===== src/rtl/kce_ram.sv =====
// kce_ram: generic single-port-write, single-port-read RAM, registered read.
// No dependencies.
`timescale 1ns / 1ps

module kce_ram #(
  parameter int WIDTH = 64,
  parameter int DEPTH = 64,
  localparam int AW = (DEPTH > 1) ? $clog2(DEPTH) : 1
) (
  input  logic             clk,
  input  logic             we,
  input  logic [AW-1:0]    waddr,
  input  logic [WIDTH-1:0] wdata,
  input  logic [AW-1:0]    raddr,
  output logic [WIDTH-1:0] rdata
);

  logic [WIDTH-1:0] mem [DEPTH];
  logic [WIDTH-1:0] rdata_r;

  // Write port and registered read port
  always_ff @(posedge clk) begin
    if (we) begin
      mem[waddr] <= wdata;
    end
    rdata_r <= mem[raddr];
  end

  assign rdata = rdata_r;

endmodule


===== config.mk =====
export PLATFORM = sky130hd
export DESIGN_NAME = kce_ram
export DESIGN_NICKNAME = d
export VERILOG_FILES = /design/src/rtl/kce_ram.sv
export SDC_FILE = /design/constraint.sdc
export NUM_CORES = 2
export LEC_CHECK = 0
export BUFFER_PORTS_ARGS = -buffer_cell sky130_fd_sc_hd__buf_4
export CAP_MARGIN = 20
export CORE_ASPECT_RATIO = 1.25
export CORE_MARGIN = 5
export CORE_UTILIZATION = 60
export CTS_CLUSTER_DIAMETER = 50
export DETAILED_ROUTE_END_ITERATION = 10
export PLACE_DENSITY = 0.76
export SKIP_CTS_REPAIR_TIMING = 1
export SYNTH_ARGS = -nofsm -noshare
export SYNTH_HDL_FRONTEND = slang
export SYNTH_SLANG_ARGS = --single-unit

===== constraint.sdc =====
create_clock -name clk -period 8.2 [get_ports clk]
set_input_delay 0 -clock clk [delete_from_list [all_inputs] [get_ports clk]]
set_output_delay 0 -clock clk [all_outputs]
set_load 0.03 [all_outputs]

# ---- After elaboration in Yosys (flattened, before gate mapping)
# Memories as Yosys holds them, arrays and structs flattened. A register that Yosys moved wholly into a read port is not among the register bits.
# Cells that the tools add are included.
dict set report op_classes {
  add_sub_neg 0
  shift 0
  mul 0
  n_lt_le_gt_ge 0
  muxes 2
  bitwise_logic 0
  div_mod_pow 0
  reduce_logical 0
  eq_ne 0
}
# op n
set ops {}
lappend ops {{$mux W1} 2}
dict set report word_totals {
  inputBits 78
  latch_bits 0
  output_inout_bits 64
  mem_count 1
  mem_bits_ro 0
  register_bits 0
  mem_bits_rw 4096
  wordCells 3
}
# name words width rd rd_ports_with_merged_regs write_ports line
set memory_table {}
lappend memory_table {mem 64 64 1 1 1 18} ;# logic [WIDTH-1:0] mem [DEPTH];

# ---- Logic depth before layout (Yosys ltp)
dict set report logic_depth {
  word_depth 2
  ltp_mapped 9
  mapped_depth_nobuf 5
}

# ---- Worst setup path before layout
# OpenSTA, ideal clock, no wires.
dict set report synth_timing {
  kind {input to register}
  start {in waddr[3]}
  end {mem mem[48][0] (enable)}
  path_buffers 1
  cell_stages 4
  arrival_time_ps 4872
  setup_slack_ps 2764
  required_time_ps 7636
  setup_time_ps 564
  cell_sequence {clkbuf_1 > nor2b_1 > nand4b_1 > nor3_1}
}
# item line
set synth_lines {}
lappend synth_lines {{start, declared} 12} ;# input logic [AW-1:0] waddr,
lappend synth_lines {{end, declared} 18}
# No word-level cell before the write port.

# ---- Worst setup path in the final report
dict set report layout_timing {
  start {in we}
  end {mem mem[0][43] (enable)}
}
dict set report layout_via {
  elab_chain_len 2
}
# item line
set layout_lines {}
lappend layout_lines {{start, declared} 11} ;# input logic we,
lappend layout_lines {{$mux W1} 23} ;# if (we) begin
lappend layout_lines {{$mux W1 (not written as such)} 24} ;# mem[waddr] <= wdata;
# No other way between the ends.

==> results by stage <==
Placement:
- Before CTS, the worst setup slack after placement is 4.23 ns.
- Detailed placement finished with a half-perimeter wire length of 217 mm.
- The routability congestion estimate from global placement is 0.808.
- Buffers placed on the I/O ports in this run total 141.

Clock network:
- TritonCTS built the clock tree.
- The buffer type at the clock tree root is clkbuf_16.
- No sink is reached through more buffers than the 4 on the longest clock path.
- After clock tree synthesis, the clock-pin slew on the worst setup and hold paths is 0.07 ns.
- The total clock buffers created by CTS is 376.
- The clock latency on the worst-skew pair is 0.90 ns.
- The clock sink count is 4160.
- The clock tree synthesis step divided the H-tree into 5 levels.

Yosys:
- The synthesized design contains 4160 register bits.
- Synthesis produced a netlist with a net count of 6676.
- The post-synthesis cell count is 6598.
- The number of synthesized flops with an enable pin is 4096.
- In this run the mean area of a mapped cell was 23.7 um2.
- edfxtp_1 is the most common cell in the netlist.
- Among all flip-flop cells after synthesis, the most frequent one is edfxtp_1.
- Counting flops with an async set or reset pin after synthesis yields a share of 0.
- The cell accounting for the most synthesized area is edfxtp_1.
- For this run, the register share of the synthesized area comes to 0.795.
- Yosys printed 0 warnings.
- The number of different library cells used by synthesis comes to 33.
- Sorting the synthesized cells by area gives the leading types as edfxtp_1, mux4_2, mux2i_1.
- The cell area after technology mapping is 156000 um2.
- Ranked by instance count, the synthesized netlist is headed by edfxtp_1, mux4_2, buf_2, a22oi_1, clkbuf_1.
- The share of the synthesized area in the top cell type is 0.787.

Power and ir drop:
- In this run the power density over the cells is 247 nW/um2.
- The peak supply drop is 223 uV.
- Summing internal, switching and leakage power gives 43.3 mW.
- In this run the static leakage power is 54.7 nW.

Final layout:
- The relative area change from synthesis to final layout is 12.1%.
- The combined area of the multi-input logic cells is 30800 um2.
- After the last flow step, the layout net total stands at 7093.
- The final-layout fill cell count is 15.2k.
- The area used by sequential logic in the layout is 124000 um2.
- The share of layout cells above drive strength 1 is 0.276.

STA:
- The maximum clock frequency is 288 MHz.
- The final total negative setup slack is 0 ns.
- The worst slew margin relative to its limit is 0.172.
- The worst setup margin is 4.73 ns.
- The max-slew violation total from the final report was 0.
- The final cycle utilization of the critical path is 0.423.
- The clock arrives with 0.0413 ns of skew.
- The clock period minus worst slack is 3.47 ns.
- At the pin with the least slew margin, the transition time is 1.24 ns.
- The number of hold-slack violations in the final timing report is 0.
- Setup repair after global routing left no endpoint under its margin.
- Setup violations remaining at the end of the flow were counted as 0.

Critical path:
- The arrival time of the worst setup path is 3.97 ns.
- The setup path with the least slack is of type in -> reg.
- The worst setup path is captured at a flip-flop.
- The largest fanout of any net on the critical path is 26.
- STA classifies the critical path startpoint as an input pin.
- The data required time of the critical path is 8.70 ns.

Drt:
- The detailed-route DRC error count is 0.
- The total iterations of the first detailed-routing run is 7.
- The count of nets left with antenna violations after detail routing is 0.
- Dividing the detail-routed wire length by the instance count gives 39.4 um.
- For this block, the via count after detailed routing is 77.5k.
- For this block, the initial DRC count from the detailed router was 12.6k.
- After detailed routing, the number of vias per cell comes to 7.16.
- The routed design has 426 mm of wire.

Status:
- The flow ran to the end, and the final reports show no timing, DRC or antenna violations.

Global routing:
- The number of global-route vias before repair is 78.8k.
- Entering global routing, the biggest net connects 141 pins.
- In the global route stage, overall resource usage came out at 0.316.
- The total overflow left after global routing is 0.
- The number of antenna violations at the first check in global routing came to 23.
- The wire length of the first global-routing pass is 599 mm.

Die:
- The initial utilization of the core area, before any placement, comes to 0.603.
- The die covers 271000 um2.
- Measured along the x axis, the die boundary spans 467 um.
- Pin placement for this block handled 142 I/O pins.
- From bottom edge to top edge, the die measures 581 um.
- The core footprint is 259000 um2.
- After floorplanning, the core was divided into 209 placement rows.

Flow run:
- Across the run, the number of max-cap violations was 0.

Min path:
- The type of the most critical hold path is in -> reg.
## cell families (layout without fill, tap and decap cells)
group	count (synthesis)	count (layout)	share of synthesized area
DFF	4160	4160	0.795
muxes	1159	1159	0.156
AOI/OAI and AO/OA	504	504	0.0248
buffers and inverters	389	1118	0.0118
and+or+nand+nor	386	386	0.0124
other	0	12	0
## cell usage in the layout, fill, tap and decap left out, types with 12 or more instances in the layout
cell type	netlist	layout
edfxtp_1	4096	4096
a211oi_1	63	63
mux4_2	1024	1024
a41oi_1	26	26
a2bb2oi_1	19	19
inv_1	19	19
or3_1	29	29
o22ai_1	83	83
clkbuf_1	140	74
buf_12	0	20
a22oi_1	168	168
bufinv_16	0	35
clkbuf_16	0	383
clkinvlp_4	0	15
dlygate4sd3_1	0	71
o221ai_1	38	38
clkinv_2	0	82
a31oi_1	18	18
nand3_1	45	45
nor2_4	0	65
nor2_1	112	47
dfxtp_1	64	64
mux2i_1	135	135
clkinv_1	0	66
diode_2	0	12
nor2b_1	28	24
and3_1	64	64
a22o_1	88	88
nand2_1	58	55
buf_4	34	314
or2_2	28	28
## worst max-delay path, stage by stage
cell and delay (ns):
dlygate4sd3_1 0.54, buf_4 0.17, nor2b_1 0.27, nand2_1 0.47, nor2_4 0.96, buf_4 0.73, buf_4 0.71
## report_power, final
group	switching [mW]	internal, mW
combinational	1.33	0.780
clock	7.72	9.81
sequential	0.112	23.5
total	9.16	34.1
## path summary, 6_finish.rpt
check,start,to,slack (ns),cells past startpoint
max,we,mem[0][43],4.73,7
max reg2reg,mem[47][36],rdata[36],5.89,5
min reg2reg,mem[44][62],rdata[62],0.85,4
min,raddr[1],rdata[23],0.01,5
## per-layer routing
layer / share of wire / global-route usage / wire length, um / vias up
met5: 0.00011 / 0 / 48 / -
met4: 0.064 / 0.160 / 27400 / 8
met3: 0.12 / 0.0686 / 52500 / 1304
met2: 0.49 / 0.507 / 209000 / 6253
met1: 0.32 / 0.416 / 138000 / 40600
li1: - / - / - / 29300
## area by class of cell
type / count / share of cell area
antenna: 12 / 0.000171
sequential: 4160 / 0.709
tap: 3481 / 0.0249
clock buffer: 466 / 0.0570
multi-input combinational: 2049 / 0.176
timing repair buffer: 409 / 0.0203
clock inverter: 224 / 0.0125
inverter: 19 / 0.000407
## state kept, by name, summed over array words and instances (netlist names)
signal / count
mem: 4096
rdata: 64
## stage by stage
| step | hold WS, ns | area [um2] | std cells | util |
|---|---|---|---|---|
| after detailed placement | 0.430 | 162000 | 10000 | 0.626 |
| after global placement | 0.441 | 162000 | 10000 | 0.625 |
| after floorplan | 0.0989 | 156000 | 6598 | - |
| after CTS | -0.451 | 175000 | 10700 | 0.673 |
| final | 0.0149 | 175000 | 10800 | 0.676 |
| after global routing | 0.00494 | 175000 | 10800 | 0.675 |
Note: power is estimated with default switching activity, not from simulation.
